[config.mk]
export PLATFORM = sky130hd
export DESIGN_NAME = vfc_ctrl
export DESIGN_NICKNAME = d
export VERILOG_FILES = /design/src/sv/vfc_pkg.sv /design/src/sv/vfc_ctrl.sv
export SDC_FILE = /design/constraint.sdc
export NUM_CORES = 1
export LEC_CHECK = 0
export ABC_AREA = 1
export BUFFER_PORTS_ARGS = -buffer_cell sky130_fd_sc_hd__buf_2
export CORE_AREA = 2 2 39 41
export DETAILED_ROUTE_END_ITERATION = 8
export DIE_AREA = 0 0 41 43
export GPL_TIMING_DRIVEN = 0
export HOLD_SLACK_MARGIN = 0.08
export REMOVE_ABC_BUFFERS = 1
export SETUP_SLACK_MARGIN = 0.3
export SLEW_MARGIN = 20
export SYNTH_ARGS = -nofsm -noshare
export SYNTH_HDL_FRONTEND = slang
export SYNTH_SLANG_ARGS = --single-unit
[constraint.sdc]
create_clock -name clk -period 1.7 [get_ports clk]
set_clock_uncertainty 0.2 [all_clocks]
set_input_delay 0.085 -clock clk [delete_from_list [all_inputs] [get_ports clk]]
set_output_delay 0.085 -clock clk [all_outputs]
set_load 0.03 [all_outputs]
[src/sv/vfc_pkg.sv]
package vfc_pkg;

  localparam int COORD_W   = 4;
  localparam int KIND_W    = 8;
  localparam int SIDE_W    = 3;
  localparam int NUM_SIDES = 6;

  localparam int DEF_WIDTH_X  = 16;
  localparam int DEF_HEIGHT_Y = 16;
  localparam int DEF_DEPTH_Z  = 16;

  typedef enum logic {
    ACT_WRITE = 1'b0,
    ACT_QUERY = 1'b1
  } vfc_action_t;

  // Scan sequence: one memory read per step, data is registered and lands in the next step.
  typedef enum logic [2:0] {
    STEP_CENTER,
    STEP_TOP,
    STEP_BOTTOM,
    STEP_RIGHT,
    STEP_LEFT,
    STEP_BACK,
    STEP_FRONT,
    STEP_DRAIN
  } vfc_step_t;

  typedef struct packed {
    logic      load;
    logic      scan;
    vfc_step_t step;
    logic      pop;
  } vfc_cmd_t;

  typedef struct packed {
    logic action;
    logic in_chunk;
    logic last;
  } vfc_sts_t;

endpackage

[src/sv/vfc_ctrl.sv]
module vfc_ctrl (
  input  logic             clk,
  input  logic             rst,
  input  logic             in_valid,
  output logic             in_ready,
  output logic             out_valid,
  input  logic             out_ready,
  input  vfc_pkg::vfc_sts_t sts,
  output vfc_pkg::vfc_cmd_t cmd
);
  import vfc_pkg::*;

  typedef enum logic [1:0] {
    ST_IDLE,
    ST_SCAN,
    ST_EMIT
  } state_t;

  state_t    state;
  vfc_step_t step;

  assign in_ready  = (state == ST_IDLE);
  assign out_valid = (state == ST_EMIT);

  assign cmd.load = (state == ST_IDLE) && in_valid;
  assign cmd.scan = (state == ST_SCAN);
  assign cmd.step = step;
  assign cmd.pop  = (state == ST_EMIT) && out_ready;

  always_ff @(posedge clk) begin
    if (rst) begin
      state <= ST_IDLE;
      step  <= STEP_CENTER;
    end else begin
      unique case (state)
        ST_IDLE: begin
          step <= STEP_CENTER;
          if (in_valid && (sts.action == ACT_QUERY)) begin
            state <= sts.in_chunk ? ST_SCAN : ST_EMIT;
          end
        end
        ST_SCAN: begin
          step <= vfc_step_t'(step + 3'd1);
          if (step == STEP_DRAIN) begin
            state <= ST_EMIT;
          end
        end
        ST_EMIT: begin
          if (out_ready && sts.last) begin
            state <= ST_IDLE;
          end
        end
        default: state <= ST_IDLE;
      endcase
    end
  end

endmodule

Word level (Yosys, flattened, before mapping)

Cells that the tools add are included.

$add $sub $neg: 1
Eq/ne operators: 6
Multiplexer cells: 6
Reductions and logical operators: 7

Operators with widths:

| operator                                                                | number |
|---|---|
| 2-bit 2-to-1 mux                                                        | 4 |
| 2-bit by 1-bit inequality test with 1-bit output, second input constant | 3 |
| 2-bit one-hot mux with 3 select lines                                   | 1 |
| 3-bit one-hot mux with 2 select lines                                   | 1 |
| 1-bit logical AND                                                       | 4 |
| 3-bit by 1-bit adder with 3-bit output, second input constant           | 1 |
| 3-bit == test, second input constant                                    | 1 |
| 3-bit AND reduction                                                     | 1 |
| 2-bit by 1-bit == test with 1-bit output, second input constant         | 1 |
| 2-bit == test, second input constant                                    | 1 |
| 2-bit zero test                                                         | 1 |
| 2-bit nonzero test                                                      | 1 |

Register bits: 5
Input bits: 7
Output and inout bits: 8
Word-level logic and storage cells: 22

Depth between registers and ports, before layout

Depth in word-level cells: 3
Gate-level depth with buffers: 6
Mapped depth without buffers: 6

Least setup slack after synthesis

Ideal clock, no wire load.

Path kind: register -> register
Start: reg step[0]
End: reg state[0]
Arrival time: 1181 ps
Data required time: 1430 ps
Path slack: 249 ps
Stages on the path, launching flop included: 7
Path buffers: 0
Clock period less this slack: 1451 ps
Cell sequence: dfxtp_1 > ha_1 > ha_1 > inv_1 > nand3_1 > nand4_1 > a21oi_1

Cells in the longest elaborated chain, start to end: 3

RTL lines:

| what                                                              | RTL line       | RTL |
|---|---|---|
| start: declaration                                                | vfc_ctrl.sv:20 | `vfc_step_t step;` |
| start signal: assignment                                          | vfc_ctrl.sv:43 | `step <= vfc_step_t'(step + 3'd1);` |
| 3-bit == test                                                     | vfc_ctrl.sv:44 | `if (step == STEP_DRAIN) begin` |
| 2-bit by 1-bit inequality test with 1-bit output (no source line) | -              |  |
| 3-bit AND reduction (no source line)                              | -              |  |
| end signal: assignment                                            | vfc_ctrl.sv:39 | `state <= sts.in_chunk ? ST_SCAN : ST_EMIT;` |
| end: declaration                                                  | vfc_ctrl.sv:19 | `state_t state;` |

Every way passes these cells.
A chain may end at the register's enable or synchronous reset.

==> metrics.md <==
| Metric | Value |
|---|---|
| GRT overflow | `0` |
| Sw Share | `36.2%` |
| Critical Path Start Type | `input pin` |
| N_diodes | `0` |
| Ys Warns | `0` |
| Overall power | `0.427 mW` |
| Die Y | `43 um` |
| Ports | `15` |
| Die ar. | `1760 um2` |
| RSZ-0062 raised after global routing | `no` |
| CTS tree | `done` |
| Initial Utilization | `19.3%` |
| Min-delay worst type | `flop to flop` |
| Port Buffer Count | `14` |
| Clk sinks | `5` |
| Fmax | `735 MHz` |
| GRT Util Overall | `8.92%` |
| Compound-gate portion of the synthesized area | `15.0%` |
| VDD IR-drop max | `0.000360 V` |
| Number of CTS-inserted buffers | `3` |
| Design Area, Final | `463 um2` |
| Power per Cell Area | `923 nW/um2` |
| Std cell rows | `14` |
| P_sw | `0.155 mW` |
| Routed wire length per instance | `8.71 um` |
| Post-route ant nets | `0` |
| Logic pwr share | `33.6%` |
| Clk_lat worst skew | `250 ps` |
| Core Util, Final | `33.5%` |
| Clock network fraction of design power | `33.1%` |
| Clock buffer depth | `2` |
| Commonest cells post-synth | `10 x nand2_1, 5 x dfxtp_1, 5 x nor2_1` |
| Total of max-cap violations | `0` |
| Avg Cell Area, Syn | `7.05 um2` |
| Non-Filler Instances | `79` |
| Sequential fraction of the synthesis area | `37.4%` |
| 1st-pass router iterations | `2` |
| Final setup viols | `0` |
| Final worst path period share | `80.0%` |
| Critical Path RT | `1410 ps` |
| Clock root buffer | `clkbuf_4` |
| Synth Cell Area | `268 um2` |
| DP Cell Count | `68` |
| Cell leakage power | `0.240 nW` |
| Top-area cell type share of the netlist area | `37.4%` |
| Post-synthesis simple-gate area fraction | `29.9%` |
| Worst setup EP type | `output port` |
| Ys async rst share | `0%` |
| Flops & latches, synth | `5` |
| Worst-path clk slew | `50 ps` |
| Synth Area in XOR/XNOR | `0%` |
| DRC Markers | `0` |
| Vias | `336` |
| Total negative slack | `0 ps` |
| H-tree depth | `1` |
| Top cells by area, synth | `dfxtp_1 37%, nand2_1 14%, ha_1 9.3%, nor2_1 7.0%, a21oi_1 5.6%` |
| DP Wirelength | `472 um` |
| Netlist cell types | `13` |
| Core Area | `1380 um2` |
| Status | `completed` |
| DR iter-0 viols | `4` |
| Largest net degree at the start of global routing | `7` |
| Post-Synth Adder-Cell Area | `9.35%` |
| First-pass GRT wire length | `986 um` |
| Measured slew at the worst slew-check pin | `196 ps` |
| Post-synth top area cell | `dfxtp_1` |
| Antenna violations before repair | `0` |
| Top FF cell, synth | `dfxtp_1` |
| Count leader, synth | `nand2_1` |
| Cells after Synth | `38` |
| Slew Limit Headroom | `86.8%` |
| Pint | `0.273 mW` |
| Post-synthesis mux area share | `0%` |
| Cell Area, Placed | `358 um2` |
| Number of global-route vias before repair | `272` |
| Final layout net count | `73` |
| Crit Path Max Fanout | `2` |
| Final WL | `688 um` |
| Flop pwr share | `33.2%` |
| Crit path kind | `input pin to output port` |
| Final hold viol count | `0` |
| Largest family of logic cells by synthesized area | `simple AND/OR/NAND/NOR gates` |
| Vias per cell | `4.25` |
| Arr. time, crit path | `1080 ps` |
| Share of layout cells above drive strength 1 | `38.1%` |
| Area Growth Syn to Fin | `72.9%` |
| Post-synth EDFFs | `0` |
| GP Congestion | `0.628` |
| Max Slew Vio Count | `0` |
| Tmin final | `1360 ps` |
| Chip width | `41 um` |
==> final cells by class <==
| cell class | instances | area [um2] |
|---|---|---|
| fillers | 156 | 921 |
| repair buffers | 21 | 146 |
| multi-input cells | 27 | 145 |
| flip-flops and latches | 5 | 103 |
| clock buffers | 4 | 26.3 |
| inverters | 6 | 22.5 |
| well taps | 16 | 20.0 |
==> path summary, 6_finish.rpt <==
check             end  startpoint  slack [ps]  depth (start not counted)
max            cmd[0]   out_ready         340                          4
min           step[0]     step[0]         260                          1
max reg2reg  state[0]     step[0]         400                          6
min reg2reg   step[0]     step[0]         260                          1
==> sequential cells by signal, indices dropped and copies added (netlist names) <==
name   flops
state      2
step       3
==> layout by cell type (no fill, tap or decap) <==
cell and n:
dfxtp_1 3, a21oi_1 3, nand3_1 2, inv_2 2, buf_2 12, clkbuf_1 1
a211oi_1 1, buf_4 2, inv_1 4, nor2_1 5, ha_1 2, nand4_1 1
clkbuf_4 3, buf_6 1, dfxtp_2 2, and3_2 1, a211oi_2 1, nand2_1 10
dlygate4sd3_1 6, o21ai_0 1
==> repair_timing <==
action | 4_1_cts | 5_1_grt
resized for setup | 0 | 7
endpoints found under the setup margin | 0 | 5
setup buffers | 0 | 1
hold endpoints to repair | 5 | 0
hold buffers | 6 | 0
==> cell families (layout without fill, tap and decap cells) <==
group | after synthesis | in the layout
and+or+nand+nor | 19 | 19
DFF | 5 | 5
AOI/OAI and AO/OA | 6 | 6
adders and majority gates | 2 | 2
buffers and inverters | 6 | 31
==> power by group through the flow <==
stage               sequential [mW]  combinational, mW  clock (mW)
floorplan                     0.147             0.0835           0
global placement              0.143              0.124           0
detailed placement            0.143              0.125           0
CTS                           0.141              0.136       0.151
global route                  0.143              0.156       0.154
finish                        0.142              0.144       0.142
==> per-stage QoR <==
step / worst slack [ps] / hold WS, ps
final: 340 / 259
after global routing: 293 / 283
after CTS: 314 / 271
after detailed placement: 361 / 135
after global placement: 366 / 130
after floorplan: 249 / -45.9
==> critical path, cell delays in order <==
cell and delay (ps):
dlygate4sd3_1 530, buf_2 120, and3_2 200, buf_6 130
==> routing by layer <==
metal,up-vias,part of all wire [%],global-route usage (%)
met1,153,47,9.58
li1,176,-,-
met2,7,46,11.9
met5,-,0,0
met3,0,6.4,3.14
met4,0,0,10.0
No activity file was read; power rests on OpenSTA's default activity.
